`config.mk`:
```
export PLATFORM = sky130hd
export DESIGN_NAME = debounced_hysteresis_light_stepper
export DESIGN_NICKNAME = d
export VERILOG_FILES = /design/src/hw/rtl/dhls_pkg.sv /design/src/hw/rtl/dhls_thresh.sv /design/src/hw/rtl/debounced_hysteresis_light_stepper.sv
export SDC_FILE = /design/constraint.sdc
export NUM_CORES = 2
export LEC_CHECK = 0
export ABC_AREA = 1
export BUFFER_PORTS_ARGS = -buffer_cell sky130_fd_sc_hd__clkbuf_2
export CAP_MARGIN = 20
export CORE_MARGIN = 2
export CORE_UTILIZATION = 39
export DETAILED_ROUTE_END_ITERATION = 10
export MAX_ROUTING_LAYER = met4
export SYNTH_ARGS = -nofsm -noshare
export SYNTH_HDL_FRONTEND = slang
export SYNTH_SLANG_ARGS = --single-unit
```
`constraint.sdc`:
```
create_clock -name clk -period 12.5 [get_ports clk]
set_clock_uncertainty 0.15 [all_clocks]
set_input_delay 0 -clock clk [delete_from_list [all_inputs] [get_ports clk]]
set_output_delay 0 -clock clk [all_outputs]
set_load 0.05 [all_outputs]
```
`src/hw/rtl/dhls_pkg.sv`:
```
// ----------------------------------------------------------------------------
// dhls_pkg
// shared types and constants for the debounced hysteresis light stepper
// ----------------------------------------------------------------------------
package dhls_pkg;

    localparam int unsigned REG_IDX_W = 3;

    localparam logic [REG_IDX_W-1:0] REG_CAL_OFF   = 3'd0;
    localparam logic [REG_IDX_W-1:0] REG_CAL_ON    = 3'd1;
    localparam logic [REG_IDX_W-1:0] REG_LOW_RATIO = 3'd2;
    localparam logic [REG_IDX_W-1:0] REG_HIGH_RATIO = 3'd3;
    localparam logic [REG_IDX_W-1:0] REG_DEBOUNCE  = 3'd4;
    localparam logic [REG_IDX_W-1:0] REG_COOLDOWN  = 3'd5;
    localparam logic [REG_IDX_W-1:0] REG_STEP_UP   = 3'd6;
    localparam logic [REG_IDX_W-1:0] REG_STEP_DN   = 3'd7;

    localparam logic [15:0] CAL_OFF_RST    = 16'd0;
    localparam logic [15:0] CAL_ON_RST     = 16'd0;
    localparam logic [16:0] LOW_RATIO_RST  = 17'd19661;
    localparam logic [16:0] HIGH_RATIO_RST = 17'd45875;
    localparam logic [7:0]  DEBOUNCE_RST   = 8'd3;
    localparam logic [15:0] COOLDOWN_RST   = 16'd10;
    localparam logic [14:0] STEP_UP_RST    = 15'd256;
    localparam logic [14:0] STEP_DN_RST    = 15'd256;

    localparam logic [16:0] Q16_ONE = 17'h10000;

    typedef enum logic [1:0] {
        ACT_HOLD     = 2'd0,
        ACT_UP       = 2'd1,
        ACT_DOWN     = 2'd2,
        ACT_DISABLED = 2'd3
    } action_t;

    // thresholds and polarity derived from calibration
    typedef struct packed {
        logic        disabled;
        logic        rising;
        logic [16:0] thr_lo;
        logic [16:0] thr_hi;
    } thr_t;

endpackage

```
`src/hw/rtl/dhls_thresh.sv`:
```
// ----------------------------------------------------------------------------
// dhls_thresh
// derives the hysteresis band and polarity from the calibration registers
// ----------------------------------------------------------------------------
module dhls_thresh (
    input  logic               clk,
    input  logic               rst_n,
    input  logic [15:0]        cal_off,
    input  logic [15:0]        cal_on,
    input  logic [16:0]        low_ratio,
    input  logic [16:0]        high_ratio,
    output dhls_pkg::thr_t     thr
);

    logic           rising;
    logic [15:0]    cal_lo;
    logic [15:0]    span;
    logic [16:0]    low_r;
    logic [16:0]    high_r;
    logic [32:0]    low_prod;
    logic [32:0]    high_prod;
    dhls_pkg::thr_t thr_next;
    dhls_pkg::thr_t thr_reg;

    always_comb
    begin
        rising    = cal_on > cal_off;
        cal_lo    = rising ? cal_off : cal_on;
        span      = rising ? (cal_on - cal_off) : (cal_off - cal_on);
        // ratios above one clamp to one
        low_r     = (low_ratio > dhls_pkg::Q16_ONE) ? dhls_pkg::Q16_ONE : low_ratio;
        high_r    = (high_ratio > dhls_pkg::Q16_ONE) ? dhls_pkg::Q16_ONE : high_ratio;
        low_prod  = {17'd0, span} * {16'd0, low_r};
        high_prod = {17'd0, span} * {16'd0, high_r};

        thr_next.disabled = cal_on == cal_off;
        thr_next.rising   = rising;
        thr_next.thr_lo   = {1'b0, cal_lo} + low_prod[32:16];
        thr_next.thr_hi   = {1'b0, cal_lo} + high_prod[32:16];
    end

    always_ff @(posedge clk or negedge rst_n)
    begin
        if (!rst_n)
        begin
            thr_reg <= '{disabled: 1'b1, rising: 1'b0, thr_lo: 17'd0, thr_hi: 17'd0};
        end
        else
        begin
            thr_reg <= thr_next;
        end
    end

    assign thr = thr_reg;

endmodule

```
`src/hw/rtl/debounced_hysteresis_light_stepper.sv`:
```
// ----------------------------------------------------------------------------
// debounced_hysteresis_light_stepper
// hysteresis comparator with debounce counters that steps a brightness value
//
//   channel  dir  beat contents
//   s_axis   in   tdata[15:0] light_sample, tdata[31:16] brightness_in
//   m_axis   out  tdata[15:0] brightness_out, tdata[17:16] action
//   apb      in   eight registers at byte addresses 0x00..0x1c
//
// one beat per cycle sustained while m_axis is ready; a beat passes through the
// input register, then the result register, before it appears on m_axis
// the band comes from registered multiplies of the calibration span, which
// follow the calibration registers in the next cycle
// rst_n clears counters, cooldown and the valid flags, and loads register
// defaults; a stalled m_axis holds its beat while one more input beat waits
// ----------------------------------------------------------------------------
module debounced_hysteresis_light_stepper (
    input  logic        clk,
    input  logic        rst_n,
    // s_axis
    input  logic        s_axis_tvalid,
    output logic        s_axis_tready,
    input  logic [31:0] s_axis_tdata,   // light_sample, brightness_in
    // m_axis
    output logic        m_axis_tvalid,
    input  logic        m_axis_tready,
    output logic [23:0] m_axis_tdata,   // brightness_out, action, zero pad
    // apb
    input  logic        psel,
    input  logic        penable,
    input  logic        pwrite,
    input  logic [4:0]  paddr,
    input  logic [31:0] pwdata,
    output logic [31:0] prdata,
    output logic        pready
);

    logic [15:0] cal_off_reg;
    logic [15:0] cal_on_reg;
    logic [16:0] low_ratio_reg;
    logic [16:0] high_ratio_reg;
    logic [7:0]  debounce_reg;
    logic [15:0] cooldown_cnt_reg;
    logic [14:0] step_up_reg;
    logic [14:0] step_dn_reg;

    logic                              wr_en;
    logic [dhls_pkg::REG_IDX_W-1:0]    reg_idx;

    dhls_pkg::thr_t thr;

    logic               in_valid_reg;
    logic [15:0]        sample_reg;
    logic signed [15:0] bright_reg;

    logic [7:0]  dark_hits_reg;
    logic [7:0]  dark_hits_next;
    logic [7:0]  bright_hits_reg;
    logic [7:0]  bright_hits_next;
    logic [15:0] cooldown_left_reg;
    logic [15:0] cooldown_left_next;

    logic                  out_valid_reg;
    logic signed [15:0]    out_bright_reg;
    logic signed [15:0]    out_bright_next;
    dhls_pkg::action_t     out_action_reg;
    dhls_pkg::action_t     out_action_next;

    logic               advance;
    logic [16:0]        thr_hi_eff;
    logic               le_lo;
    logic               ge_hi;
    logic               dark_hit;
    logic               bright_hit;
    logic [7:0]         dh1;
    logic [7:0]         bh1;
    logic signed [16:0] sum_up;
    logic signed [16:0] sum_down;

    // register file
    assign pready  = 1'b1;
    assign reg_idx = paddr[4:2];
    assign wr_en   = psel && penable && pwrite && pready;

    always_ff @(posedge clk or negedge rst_n)
    begin
        if (!rst_n)
        begin
            cal_off_reg      <= dhls_pkg::CAL_OFF_RST;
            cal_on_reg       <= dhls_pkg::CAL_ON_RST;
            low_ratio_reg    <= dhls_pkg::LOW_RATIO_RST;
            high_ratio_reg   <= dhls_pkg::HIGH_RATIO_RST;
            debounce_reg     <= dhls_pkg::DEBOUNCE_RST;
            cooldown_cnt_reg <= dhls_pkg::COOLDOWN_RST;
            step_up_reg      <= dhls_pkg::STEP_UP_RST;
            step_dn_reg      <= dhls_pkg::STEP_DN_RST;
        end
        else if (wr_en)
        begin
            unique case (reg_idx)
                dhls_pkg::REG_CAL_OFF:    cal_off_reg      <= pwdata[15:0];
                dhls_pkg::REG_CAL_ON:     cal_on_reg       <= pwdata[15:0];
                dhls_pkg::REG_LOW_RATIO:  low_ratio_reg    <= pwdata[16:0];
                dhls_pkg::REG_HIGH_RATIO: high_ratio_reg   <= pwdata[16:0];
                dhls_pkg::REG_DEBOUNCE:   debounce_reg     <= pwdata[7:0];
                dhls_pkg::REG_COOLDOWN:   cooldown_cnt_reg <= pwdata[15:0];
                dhls_pkg::REG_STEP_UP:    step_up_reg      <= pwdata[14:0];
                dhls_pkg::REG_STEP_DN:    step_dn_reg      <= pwdata[14:0];
                default:                  cal_off_reg      <= cal_off_reg;
            endcase
        end
    end

    always_comb
    begin
        unique case (reg_idx)
            dhls_pkg::REG_CAL_OFF:    prdata = {16'd0, cal_off_reg};
            dhls_pkg::REG_CAL_ON:     prdata = {16'd0, cal_on_reg};
            dhls_pkg::REG_LOW_RATIO:  prdata = {15'd0, low_ratio_reg};
            dhls_pkg::REG_HIGH_RATIO: prdata = {15'd0, high_ratio_reg};
            dhls_pkg::REG_DEBOUNCE:   prdata = {24'd0, debounce_reg};
            dhls_pkg::REG_COOLDOWN:   prdata = {16'd0, cooldown_cnt_reg};
            dhls_pkg::REG_STEP_UP:    prdata = {17'd0, step_up_reg};
            dhls_pkg::REG_STEP_DN:    prdata = {17'd0, step_dn_reg};
            default:                  prdata = '0;
        endcase
    end

    dhls_thresh u_thresh (
        .clk        (clk),
        .rst_n      (rst_n),
        .cal_off    (cal_off_reg),
        .cal_on     (cal_on_reg),
        .low_ratio  (low_ratio_reg),
        .high_ratio (high_ratio_reg),
        .thr        (thr)
    );

    // flow control
    assign advance       = !out_valid_reg || m_axis_tready;
    assign s_axis_tready = !in_valid_reg || advance;

    // per-beat decision
    always_comb
    begin
        thr_hi_eff = (thr.thr_hi <= thr.thr_lo) ? (thr.thr_lo + 17'd1) : thr.thr_hi;
        le_lo      = {1'b0, sample_reg} <= thr.thr_lo;
        ge_hi      = {1'b0, sample_reg} >= thr_hi_eff;

        if (thr.rising)
        begin
            dark_hit   = le_lo;
            bright_hit = !le_lo && ge_hi;
        end
        else
        begin
            dark_hit   = ge_hi;
            bright_hit = !ge_hi && le_lo;
        end

        dh1 = 8'd0;
        bh1 = 8'd0;
        if (dark_hit)
        begin
            dh1 = (dark_hits_reg < debounce_reg) ? (dark_hits_reg + 8'd1) : dark_hits_reg;
        end
        else if (bright_hit)
        begin
            bh1 = (bright_hits_reg < debounce_reg) ? (bright_hits_reg + 8'd1)
                                                   : bright_hits_reg;
        end

        sum_up   = 17'(bright_reg) + $signed({2'b00, step_up_reg});
        sum_down = 17'(bright_reg) - $signed({2'b00, step_dn_reg});

        dark_hits_next     = dh1;
        bright_hits_next   = bh1;
        cooldown_left_next = cooldown_left_reg;
        out_bright_next    = bright_reg;
        out_action_next    = dhls_pkg::ACT_HOLD;

        if (thr.disabled)
        begin
            dark_hits_next   = dark_hits_reg;
            bright_hits_next = bright_hits_reg;
            out_action_next  = dhls_pkg::ACT_DISABLED;
        end
        else if (cooldown_left_reg != 16'd0)
        begin
            cooldown_left_next = cooldown_left_reg - 16'd1;
            dark_hits_next     = 8'd0;
            bright_hits_next   = 8'd0;
        end
        else if (dh1 >= debounce_reg)
        begin
            dark_hits_next     = 8'd0;
            cooldown_left_next = cooldown_cnt_reg;
            out_action_next    = dhls_pkg::ACT_UP;
            if (sum_up > 17'sd32767)
            begin
                out_bright_next = 16'sh7fff;
            end
            else
            begin
                out_bright_next = sum_up[15:0];
            end
        end
        else if (bh1 >= debounce_reg)
        begin
            bright_hits_next   = 8'd0;
            cooldown_left_next = cooldown_cnt_reg;
            out_action_next    = dhls_pkg::ACT_DOWN;
            if (sum_down < -17'sd32768)
            begin
                out_bright_next = 16'sh8000;
            end
            else
            begin
                out_bright_next = sum_down[15:0];
            end
        end
    end

    // input register
    always_ff @(posedge clk or negedge rst_n)
    begin
        if (!rst_n)
        begin
            in_valid_reg <= 1'b0;
        end
        else if (s_axis_tready)
        begin
            in_valid_reg <= s_axis_tvalid;
        end
    end

    always_ff @(posedge clk)
    begin
        if (s_axis_tready && s_axis_tvalid)
        begin
            sample_reg <= s_axis_tdata[15:0];
            bright_reg <= s_axis_tdata[31:16];
        end
    end

    // state and result register
    always_ff @(posedge clk or negedge rst_n)
    begin
        if (!rst_n)
        begin
            dark_hits_reg     <= 8'd0;
            bright_hits_reg   <= 8'd0;
            cooldown_left_reg <= 16'd0;
            out_valid_reg     <= 1'b0;
        end
        else if (advance)
        begin
            out_valid_reg <= in_valid_reg;
            if (in_valid_reg)
            begin
                dark_hits_reg     <= dark_hits_next;
                bright_hits_reg   <= bright_hits_next;
                cooldown_left_reg <= cooldown_left_next;
            end
        end
    end

    always_ff @(posedge clk)
    begin
        if (advance && in_valid_reg)
        begin
            out_bright_reg <= out_bright_next;
            out_action_reg <= out_action_next;
        end
    end

    assign m_axis_tvalid = out_valid_reg;
    assign m_axis_tdata  = {6'd0, out_action_reg, out_bright_reg};

`ifndef SYNTHESIS
    // a beat seen during cooldown, while not disabled, always holds
    assert property (@(posedge clk) disable iff (!rst_n)
        (advance && in_valid_reg && !thr.disabled && cooldown_left_reg != 16'd0)
        |=> (out_action_reg == dhls_pkg::ACT_HOLD))
    else $error("step taken during cooldown");

    // every step reloads the cooldown
    assert property (@(posedge clk) disable iff (!rst_n)
        (advance && in_valid_reg &&
         (out_action_next == dhls_pkg::ACT_UP || out_action_next == dhls_pkg::ACT_DOWN))
        |=> (cooldown_left_reg == $past(cooldown_cnt_reg)))
    else $error("cooldown not loaded after step");

    // disabled beats leave the counters alone
    assert property (@(posedge clk) disable iff (!rst_n)
        (advance && in_valid_reg && thr.disabled)
        |=> ($stable(dark_hits_reg) && $stable(bright_hits_reg) && $stable(cooldown_left_reg)))
    else $error("state changed while disabled");
`endif

endmodule
```
* Word-level counts from Yosys, hierarchy flattened
Index checks and enable logic that the tools add are counted.
** Storage, ports and cells
- Flip-flop bits (word level) :: 240
- Output and inout port bits :: 59
** Operators by class
- Add/subtract/negate cells :: 10
- $mul :: 2
- $lt $le $gt $ge :: 12
- Eq/ne operators :: 8
- Multiplexer cells :: 30
- Bitwise logic cells :: 1
- Reductions and logical operators :: 25
** Operators with widths (number)
- $pmux W32 S8 :: 1
- $mux W16 :: 11
- $mux W8 :: 10
- $mul A16 B17 Y33 :: 2
- $mux W17 :: 3
- $add A16 B17 Y17 :: 2
- $gt A17 B17 Y1 const B :: 2
- $sub A16 B16 Y16 :: 2
- $add A16 B16 Y17 :: 1
- $add A17 B1 Y17 const B :: 1
- $ge A16 B17 Y1 :: 1
- $gt A17 B16 Y1 const B :: 1
- $le A16 B17 Y1 :: 1
- $le A17 B17 Y1 :: 1
- $lt A17 B16 Y1 const B :: 1
- $sub A16 B16 Y17 :: 1
- $add A8 B1 Y8 const B :: 2
- $eq A16 B16 Y1 :: 1
- $ge A8 B8 Y1 :: 2
- $gt A16 B16 Y1 :: 1
- $lt A8 B8 Y1 :: 2
- $reduce_and A2 Y1 :: 8
- $reduce_bool A16 Y1 :: 1
- $sub A16 B1 Y16 const B :: 1
- 13 further kinds :: 29

* Logic depth before layout (Yosys ltp)
- Word-level depth :: 13
- Mapped depth :: 54
- Gate-level depth less buffers :: 53

* Cells and area by module
A second synthesis with hierarchy kept.
** Unflattened totals
- Cell total of the unflattened synthesis :: 4731
- Area, all modules :: 35972.0 um^2
** By module, submodules not included
- dhls_thresh :: instances 1, cells an instance 2988, area each 22320.2 um^2
- debounced_hysteresis_light_stepper :: instances 1, cells an instance 1743, area each 13651.8 um^2

* Least setup slack after synthesis
OpenSTA, ideal clock, no wires.
- Path type :: register -> register
- Start :: register cal_on_reg[0]
- End :: register u_thresh.thr_reg (netlist bit u_thresh.thr[29])
- Library setup time :: 0.079 ns
- Data arrival time :: 8.548 ns
- Path slack :: 3.723 ns
- Stages on the path, launching flop included :: 49
- Path buffers :: 1
- Period minus slack after synthesis :: 8.777 ns
- Cells stage by stage :: dfrtp_1 inv_1 ha_1 fa_1 inv_1 nand3_1 nand2_1 nand2_1 nand2_1 nand2_1 nand2_1 nand2_1 inv_2 nand3_1 o21ai_1 xor2_2 inv_2 buf_2 [13 not listed] nand2_1 nor2_1 inv_1 nor3_1 nand2_1 nand2_1 xor2_1 ha_1 inv_1 fa_1 o21ai_0 a21oi_1 o21ai_0 a21oi_1 o21bai_1 a21oi_1 o21ai_0 xor2_1
** RTL lines
- start: declaration :: RTL line debounced_hysteresis_light_stepper.sv:39 : logic [15:0] cal_on_reg;
- start signal: assignment :: RTL line debounced_hysteresis_light_stepper.sv:90 : cal_on_reg <= dhls_pkg::CAL_ON_RST;
- start signal: assignment :: RTL line debounced_hysteresis_light_stepper.sv:102 : dhls_pkg::REG_CAL_ON: cal_on_reg <= pwdata[15:0];
- end signal: assignment :: RTL line dhls_thresh.sv:46 : thr_reg <= '{disabled: 1'b1, rising: 1'b0, thr_lo: 17'd0, thr_hi: 17'd0};
- end signal: assignment :: RTL line dhls_thresh.sv:50 : thr_reg <= thr_next;
- end: declaration :: RTL line dhls_thresh.sv:23 : dhls_pkg::thr_t thr_reg;

==> out/results.md <==
• outcome: complete, but fails checks
• failing checks: hold timing
• Largest register FFs: 36
• Mapped Avg Cell Area: 7.64 µm²
• met3 capacity usage during global routing: 0.0318
• DIE HEIGHT: 305 µm
• number of global-route vias before repair: 31100
• vias per std cell: 5.16
• proportion of synthesized flip-flops having asynchronous set or reset: 0.792
• number of nets at the end of the flow: 5676
• Final Hold Viols: 13
• antenna fix cells: 0
• buffer levels on the longest clock path: 3
• Die Span X: 305 µm
• worst hold slack: -0.0599 ns
• adder and majority cell fraction of the synthesized area: 0.373
• fraction of final layout cells sized beyond drive strength 1: 0.0552
• number of synthesized flops with an enable pin: 50
• Die Outline Area: 93200 µm²
• critical path data arrival time: 11.05 ns
• clock insertion delay at the later pin of the skew report: 0.59 ns
• final cell count without fillers: 5996
• register bit total from synthesis: 240
• total routing resource utilization after global routing: 0.254
• post-layout min period: 10.72 ns
• average routed wire per standard cell: 19.1 µm
• fraction of the cycle the final worst path needs: 0.858
• Worst Setup End Kind: flip-flop
• gate count after technology mapping: 4634
• commonest cells in the netlist: 1025 x sky130_fd_sc_hd__nand2_1, 913 x sky130_fd_sc_hd__inv_1, 480 x sky130_fd_sc_hd__nor2_1, 420 x sky130_fd_sc_hd__fa_1, 382 x sky130_fd_sc_hd__ha_1
• class of the most critical hold timing path: in -> async
• Crit Path Category: reg -> reg
• Std-Cell Rows: 110
• proportion of synthesized area in mux cells: 0.000601
• part of the Yosys area used for sequential elements: 0.178
• area share of and/or/nand/nor cells after synthesis: 0.194
• startpoint class of the critical path: flip-flop
• startpoint of the most critical register-to-register path: cal_on_reg[0]
• total I/O pin count: 135
• share of the synthesized area in the top cell type: 0.238
• Reg2Reg Setup Slack: 1.78 ns
• GR peak layer: met2
• number of max-cap violations: 0
• endpoints failing setup: 0
• leading post-synthesis cells by cell area: sky130_fd_sc_hd__fa_1 24%, sky130_fd_sc_hd__ha_1 14%, sky130_fd_sc_hd__dfrtp_1 12%
• Post-route DRC: 0
• antenna violations before repair: 2
• number of filler cells placed in the layout: 9147
• pin count of the biggest net entering global routing: 114
• Cell Area, Synth: 35400 µm²
• setup total negative slack: 0 ns
• quantity of gates resized following cts: 0
• first-pass GRT wire length: 179000 µm
• xor and xnor fraction of the mapped netlist area: 0.0343
• max-slew violation count: 0
• Slew HR: 0.204
• Compound-Gate Fraction of Synth Area: 0.103
• unrepaired setup endpoints after global routing: false
• most frequent cell after synthesis: sky130_fd_sc_hd__nand2_1
• core outline area: 90000 µm²
• met1 usage: 0.352
• iteration-0 DRC count of the detailed router: 2472
• gpl congestion: 0.950
• global-route met2 utilization: 0.396
• Max H-tree Level: 1
• routed via count: 31000
• overflow left after global routing: 0
• worst slack after detailed placement: 1.82 ns
• number of buffers inserted by hold repair at cts: 88
• clock tree from TritonCTS: done
• number of distinct library cells after synthesis: 59
• starting density of the core: 0.393
• dominant combinational cell family by area after synthesis: adder cells
• Root Buffer: sky130_fd_sc_hd__clkbuf_16
• post-CTS repair timing setup buffer count: 0
• endpoint of the worst register-to-register path: u_thresh.thr[29]
• TritonCTS buffer count: 28
• slew at the pin closest to its max-slew limit: 1.19 ns
• Main synth FF type: sky130_fd_sc_hd__dfrtp_1
• total length of routed wires: 115000 µm
• worst-path fanout max: 28
• Placed Cells incl. Taps: 5850
• Reg clk slew, reported paths: 0.06 ns
• DRT Pass-1 Iters: 6
• total clock sinks: 240
• buffers added on ports: 95
• required arrival time at the worst endpoint: 12.83 ns
• leading area contributor after synthesis: sky130_fd_sc_hd__fa_1
• placed wire-length estimate: 91600 µm
• max incr delay on CP: 0.59 ns
• synthesis-to-finish area growth: 10.6%
• library cell contributing the largest single delay on the critical path: sky130_fd_sc_hd__inv_2
• Antenna Nets Post-Route: 0
• cell repeated most along the worst path: sky130_fd_sc_hd__nand2_1
• path depth of the worst reg2reg path: 46
• setup ws final: 1.78 ns
• maximum operating frequency: 93.3 MHz
• Yosys warning total: 0
[layer usage]
metal | wire length, µm | part of all wire
met5 | 0 | 0
met4 | 3340 | 0.029
met1 | 51900 | 0.45
met2 | 51200 | 0.45
met3 | 8220 | 0.072
[cell type report]
class | instances | area, µm² | area share
Multi-Input combinational cell | 3341 | 25000 | 0.639
Inverter | 936 | 3510 | 0.0898
Timing Repair Buffer | 251 | 1940 | 0.0495
Sequential cell | 240 | 6290 | 0.161
Clock buffer | 41 | 796 | 0.0203
Tap cell | 1176 | 1470 | 0.0376
Clock inverter | 11 | 109 | 0.00278
[worst max-delay path, delay by kind of cell (launching register included)]
family / cells / cell delay [ns]
XOR/XNOR: 3 / 0.73
AND/OR/NAND/NOR: 11 / 1.13
buffers and inverters: 11 / 1.55
flip-flops: 1 / 0.41
adder cells (fa/ha/maj): 11 / 4.67
AO/OA/AOI/OAI: 10 / 1.93
[metrics by stage]
step	area [µm²]	hold WS (ns)	util
2_1_floorplan	35500	-0.446	-
4_1_cts	39000	0.00164	0.434
3_5_place_dp	37200	0.0286	0.414
5_1_grt	39100	0.0475	0.435
3_3_place_gp	37200	0.0283	0.414
6_report	39100	-0.0599	0.435
[worst max-delay path by stage]
stage	from	to	slack, ns	depth (start not counted)
detailed placement	cal_on_reg[0]	u_thresh.thr[29]	1.82	46
global route	cal_on_reg[0]	u_thresh.thr[29]	0.87	48
CTS	cal_on_reg[0]	u_thresh.thr[29]	1.80	46
global placement	cal_on_reg[0]	u_thresh.thr[29]	1.77	48
floorplan	cal_on_reg[0]	u_thresh.thr[29]	3.72	48
finish	cal_on_reg[0]	u_thresh.thr[29]	1.78	46
[layout by cell type, fill, tap and decap left out, drive strengths merged, types with 2 or more instances in the layout]
| master | instances |
|---|---|
| nand2 | 1028 |
| inv | 925 |
| nor2 | 484 |
| fa | 420 |
| ha | 382 |
| o21ai | 271 |
| a21oi | 229 |
| dfrtp | 166 |
| clkbuf | 136 |
| nand3 | 105 |
| xor2 | 99 |
| dlygate4sd3 | 90 |
| buf | 66 |
| edfxtp | 50 |
| nor3 | 49 |
| o22ai | 39 |
| nand4 | 37 |
| xnor2 | 35 |
| a31oi | 24 |
| dfstp | 24 |
| conb | 22 |
| o211ai | 20 |
| clkinv | 20 |
| a21o | 19 |
| nor4 | 14 |
| o31ai | 10 |
| a211oi | 7 |
| o2111ai | 6 |
| o21a | 6 |
| or2 | 6 |
| o21bai | 5 |
| a221oi | 3 |
| o221a | 3 |
| o221ai | 3 |
| and3 | 2 |
| a21boi | 2 |
[logic make-up after synthesis]
group / Yosys count
DFF: 240
adders and majority gates: 802
AOI/OAI and AO/OA: 654
muxes: 2
other: 2
xor gates and xnor gates: 134
buffers and inverters: 1073
and+or+nand+nor: 1727
Power is not shown: default switching activity piles up to over one toggle a cycle in this logic, so the estimate is an artifact.
